--- src/assert_macros.svh ---
// assertion macros shared by the rolling hash store rtl
// no dependencies; expects a clock named clock and a reset named reset
`ifndef ASSERT_MACROS_SVH
`define ASSERT_MACROS_SVH
// property must hold at every rising edge outside reset
`define PRH_ASSERT(lbl, prop, msg) \
   lbl: assert property (@(posedge clock) disable iff (reset) prop) \
      else $error(msg);
// expression must never be true outside reset
`define PRH_NEVER(lbl, expr, msg) \
   `PRH_ASSERT(lbl, !(expr), msg)
`endif

--- src/prh_pkg.sv ---
// package of the rolling hash store: constants, codes, payload and state types
// no dependencies
`default_nettype none
package prh_pkg;

   localparam int unsigned MAX_LENGTH_DEFAULT = 1024;
   localparam int unsigned HASH_W = 30;
   localparam int unsigned BASE_W = 20;
   localparam int unsigned ELEM_W = 32;
   localparam int unsigned IDX_W  = 10;
   localparam logic [HASH_W-1:0] HASH_PRIME = 30'd998244353;
   localparam logic [BASE_W-1:0] BASE_RESET = 20'd257;

   localparam logic [2:0] CMD_CLEAR    = 3'd0;
   localparam logic [2:0] CMD_APPEND   = 3'd1;
   localparam logic [2:0] CMD_RANGE    = 3'd2;
   localparam logic [2:0] CMD_KEY      = 3'd3;
   localparam logic [2:0] CMD_CONTAINS = 3'd4;
   localparam logic [2:0] CMD_OVERLAP  = 3'd5;
   localparam logic [2:0] CMD_PREFIX   = 3'd6;
   localparam logic [2:0] CMD_SUFFIX   = 3'd7;

   localparam logic [1:0] STATUS_OK    = 2'd0;
   localparam logic [1:0] STATUS_RANGE = 2'd1;
   localparam logic [1:0] STATUS_FULL  = 2'd2;

   localparam logic REG_HASH_BASE = 1'b0;

   typedef struct packed {
      logic [2:0]        command;
      logic              bank;
      logic [ELEM_W-1:0] element_value;
      logic [IDX_W-1:0]  range_start;
      logic [IDX_W-1:0]  range_end;
   } req_type;

   typedef struct packed {
      logic [HASH_W-1:0] result_value;
      logic [1:0]        status;
   } rsp_type;

   typedef enum logic [4:0] {
      ST_IDLE, ST_DISP, ST_RED, ST_PW_RD, ST_PW_WR, ST_H_START, ST_H_RD, ST_H_ADD,
      ST_H_WR, ST_MUL, ST_SP0, ST_SP1, ST_SP2, ST_SP3, ST_RG_FIN, ST_CT_KEY,
      ST_CT_CHK, ST_OV_B, ST_OV_CHK, ST_BS_TOP, ST_BS_B, ST_BS_CHK, ST_RESP
   } state_type;

endpackage
`default_nettype wire

--- src/prh_mulmod.sv ---
// bit-serial modular multiplier, one multiplier bit per cycle
// depends on prh_pkg
`default_nettype none
module prh_mulmod (
   input  wire logic                       clock,
   input  wire logic                       reset,
   input  wire logic                       start,
   input  wire logic [prh_pkg::HASH_W-1:0] a,
   input  wire logic [prh_pkg::HASH_W-1:0] b,
   output logic                            busy,
   output logic      [prh_pkg::HASH_W-1:0] product
);
   localparam int unsigned W = prh_pkg::HASH_W;
   localparam logic [4:0] LAST = 5'(W - 1);

   logic [W-1:0] a_ff, a_in, b_ff, b_in, acc_ff, acc_in;
   logic [4:0]   cnt_ff, cnt_in;
   logic         busy_ff, busy_in;
   logic [W:0]   dbl, sum;
   logic [W-1:0] dbl_red;

   always_comb begin
      dbl     = {acc_ff, 1'b0};
      dbl_red = (dbl >= {1'b0, prh_pkg::HASH_PRIME}) ?
                W'(dbl - {1'b0, prh_pkg::HASH_PRIME}) : W'(dbl);
      sum     = {1'b0, dbl_red} + (b_ff[W-1] ? {1'b0, a_ff} : '0);
      a_in    = a_ff;
      b_in    = b_ff;
      acc_in  = acc_ff;
      cnt_in  = cnt_ff;
      busy_in = busy_ff;
      if (start) begin
         a_in    = a;
         b_in    = b;
         acc_in  = '0;
         cnt_in  = '0;
         busy_in = 1'b1;
      end else if (busy_ff) begin
         acc_in = (sum >= {1'b0, prh_pkg::HASH_PRIME}) ?
                  W'(sum - {1'b0, prh_pkg::HASH_PRIME}) : W'(sum);
         b_in   = {b_ff[W-2:0], 1'b0};
         cnt_in = cnt_ff + 5'd1;
         if (cnt_ff == LAST) begin
            busy_in = 1'b0;
         end
      end
   end

   always_ff @(posedge clock) begin
      if (reset) begin
         busy_ff <= 1'b0;
         cnt_ff  <= '0;
      end else begin
         busy_ff <= busy_in;
         cnt_ff  <= cnt_in;
      end
      a_ff   <= a_in;
      b_ff   <= b_in;
      acc_ff <= acc_in;
   end

   assign busy    = busy_ff;
   assign product = acc_ff;
endmodule
`default_nettype wire

--- config.mk ---
export PLATFORM = sky130hd
export DESIGN_NAME = prh_mulmod
export DESIGN_NICKNAME = d
export VERILOG_FILES = /design/src/assert_macros.svh /design/src/prh_pkg.sv /design/src/prh_mulmod.sv
export SDC_FILE = /design/constraint.sdc
export NUM_CORES = 1
export LEC_CHECK = 0
export ABC_AREA = 1
export BUFFER_PORTS_ARGS = -buffer_cell sky130_fd_sc_hd__buf_2
export CAP_MARGIN = 30
export CELL_PAD_IN_SITES_DETAIL_PLACEMENT = 1
export CELL_PAD_IN_SITES_GLOBAL_PLACEMENT = 2
export CORE_UTILIZATION = 32
export CTS_CLUSTER_SIZE = 24
export DETAILED_ROUTE_END_ITERATION = 12
export GPL_ROUTABILITY_DRIVEN = 0
export GPL_TIMING_DRIVEN = 0
export PLACE_DENSITY_LB_ADDON = 0.08
export SLEW_MARGIN = 0
export SYNTH_ARGS = -nofsm -noshare
export SYNTH_HDL_FRONTEND = slang
export SYNTH_SLANG_ARGS = --single-unit
--- constraint.sdc ---
create_clock -name clock -period 6 [get_ports clock]
set_clock_uncertainty 0.1 [all_clocks]
set_input_delay 0.3 -clock clock [delete_from_list [all_inputs] [get_ports clock]]
set_output_delay 0.3 -clock clock [all_outputs]
set_load 0.1 [all_outputs]
==> impl_metrics.py <==
metrics = {
    "drt": {
        "vias": 8960,
        "wl_per_cell_um": 17.1,
        "drt-initial-drc-count": 352,
        "wl_um": 32000,
        "ant_nets": 0,
        "dr.pass1.iters": 5,
        "drc": 0,
        "via_per_inst": 4.80,
    },
    "power_and_ir_drop": {
        "peakVddDrop_uv": 118,
        "power_density_nw_per_um2": 267,
        "p_leak_uw": 0.00540,
    },
    "global_routing": {
        "grt_start_max_net_pins": 36,
        "overflow": 0,
        "grt_use_total_pct": 24.3,
        "grt_antenna_before_repair": 0,
        "grt_pass1_vias": 8973,
        "grt_pass1_wl_um": 49300,
    },
    "clocking": {
        "root_buffer": "clkbuf_16",
        "cts.sinks": 96,
        "clockBufferDepth": 2,
        "path_clk_slew_ps": 90,
        "cts_max_level": 3,
        "cts_tree": "done",
        "clk_latency_ps": 380,
        "cts_inserted_buffers": 9,
    },
    "timing": {
        "period_share_pct": 93.4,
        "setup_viol": 0,
        "timing.final.hold_violations": 0,
        "max_clock_freq_mhz": 179,
        "slew_headroom_pct": 35.5,
        "drv_slew": 0,
        "tightest_slew_ps": 968,
        "layout_min_cycle_time_ps": 5600,
    },
    "finish": {
        "nets": 1625,
        "area_growth_pct": 18.7,
        "seqCellArea_um2": 2520,
        "utilization_pct": 38.7,
        "fin_area_um2": 10100,
        "num-fill-cells": 3539,
        "drive_above_1_share_pct": 12.8,
        "num_antenna_cells": 0,
        "multi_input_area_um2": 5090,
    },
    "synth": {
        "ys_ff_latch": 96,
        "yosysSeqAreaShare_pct": 29.8,
        "synth.most_common_cell": "nand2_1",
        "synth_top_area_share_pct": 25.5,
        "syn_nets": 1493,
        "postSynth.asyncResetShare_pct": 0,
        "synthCells": 1394,
        "ys_warn_count": 0,
        "yosys-top-cells-area": "nand2_1 (25%), edfxtp_1 (21%), inv_1 (9.3%)",
        "synth_flop_cell": "edfxtp_1",
        "ys_top_cells_by_count": "nand2_1 (575), inv_1 (209), nor2_1 (134), nand3_1 (112), edfxtp_1 (60)",
        "synth.avg_cell_area_um2": 6.08,
        "yosysTopAreaCell": "nand2_1",
        "synth_edf_count": 60,
        "synth_cell_types": 39,
        "netlist_area_um2": 8470,
    },
    "placed_design": {
        "portBuffers": 93,
        "dp_hpwl_um": 26500,
        "place_area_um2": 9390,
    },
    "critical_path": {
        "worstPathMaxFanout": 10,
        "crit_type": "reg -> reg",
        "crit_arrival_ps": 5750,
        "startpoint_type": "flop",
        "endpoint_kind": "flop",
        "cpPeakStageDelay_ps": 410,
        "cp_common_cell": "nand2_1",
        "crit_buf_inv": 5,
        "cp_slowest_cell": "xor2_1",
        "crit_family": "simple AND/OR/NAND/NOR gates",
        "crit_required_ps": 6150,
    },
    "die": {
        "die_h_um": 165,
        "core_area_um2": 26000,
        "num_rows": 59,
        "ios": 94,
        "die_w_um": 165,
        "start_util_pct": 32.6,
        "dieArea_um2": 27100,
    },
    "outcome": {
        "run_status": "complete, no violations",
    },
    "worst_hold_path": {
        "hp-class": "in -> reg",
    },
    "run": {
        "cap_violations": 0,
    },
}
==> per-layer routing <==
metal,wire (µm),track usage [%],part of all wire [%]
met1,15200,32.1,47
met5,0,0,0
met4,522,5.59,1.6
met3,929,2.61,2.9
met2,15400,42.2,48
==> worst register-to-register path: cells and delay by family, from the launching register on <==
kind / cells / cell delay [ps]
AOI/OAI and AO/OA: 3 / 610
buffers and inverters: 5 / 620
xor gates and xnor gates: 1 / 410
and+or+nand+nor: 21 / 2780
adders and majority gates: 2 / 590
DFF: 1 / 360
==> power by group <==
| part | switching (µW) | internal [µW] | leakage (µW) |
|---|---|---|---|
| sequential | 42.9 | 767 | 0.000898 |
| clock | 336 | 294 | 0.000141 |
| combinational | 899 | 342 | 0.00436 |
| total | 1280 | 1400 | 0.00540 |
==> layout make-up <==
cell class | instances | share of cell area [%]
buffer | 26 | 1.38
multi-input combinational | 1046 | 50.6
clock buffer | 10 | 2.28
inverter | 226 | 8.46
sequential | 96 | 25.1
tap | 335 | 4.17
clock inverter | 6 | 0.572
timing repair buffer | 121 | 7.46
==> layout by cell type (no fill, tap or decap), types with 5 or more instances in the layout <==
cell / n
buf_4: 6
inv_1: 208
nor2_2: 17
dlygate4sd3_1: 22
nor3_1: 9
buf_2: 95
inv_2: 16
dfxtp_1: 36
nand4_1: 35
a21oi_1: 34
ha_1: 32
xor2_1: 28
clkbuf_1: 18
edfxtp_1: 60
nor2_1: 127
nand2_2: 15
nand2_1: 572
nor2_4: 6
xnor2_1: 8
nand3b_1: 5
o21ai_0: 7
nand3_1: 111
clkbuf_16: 9
o21ai_1: 9
==> final timing paths <==
check / to / slack (ps) / depth (start not counted) / startpoint
worst max register to register: product[1] / 400 / 32 / product[0]
worst max-delay path: product[1] / 400 / 32 / product[0]
worst min-delay path: a_ff[1] / 6 / 1 / a[1]
worst min register to register: product[27] / 400 / 2 / product[27]
==> logic make-up (layout without fill, tap and decap cells) <==
group,Yosys count,count (layout),share of synthesized area (%)
and+or+nand+nor,912,912,45.3
buffers and inverters,252,389,11.5
DFF,96,96,29.8
AOI/OAI and AO/OA,59,59,3.90
xor gates and xnor gates,39,39,4.03
adders and majority gates,36,36,5.40
==> through the flow <==
step / hold slack, ps / std cells / worst slack, ps / power [µW] / TNS (ps)
2_1_floorplan: 269 / 1394 / 705 / 1670 / 0
3_3_place_gp: 376 / 1822 / -348 / 2000 / -7800
3_5_place_dp: 376 / 1823 / -338 / 2020 / -8570
4_1_cts: 0.358 / 1860 / 30.4 / 2670 / 0
5_1_grt: 3.29 / 1866 / -4.69 / 2850 / -4.69
6_report: 5.91 / 1866 / 398 / 2680 / 0
==> flip-flops by register name, indices dropped and copies added, names as in the netlist <==
name	count
a_ff	30
product	30
busy	1
cnt_ff	5
b_ff	30
==> timing repair <==
action	CTS	global route
endpoints found under the setup margin	30	30
hold buffers	21	1
setup buffers	0	5
resized for setup	7	31
pin swaps	0	4
hold endpoints to repair	21	1
Power figures use the tool's default switching activity.
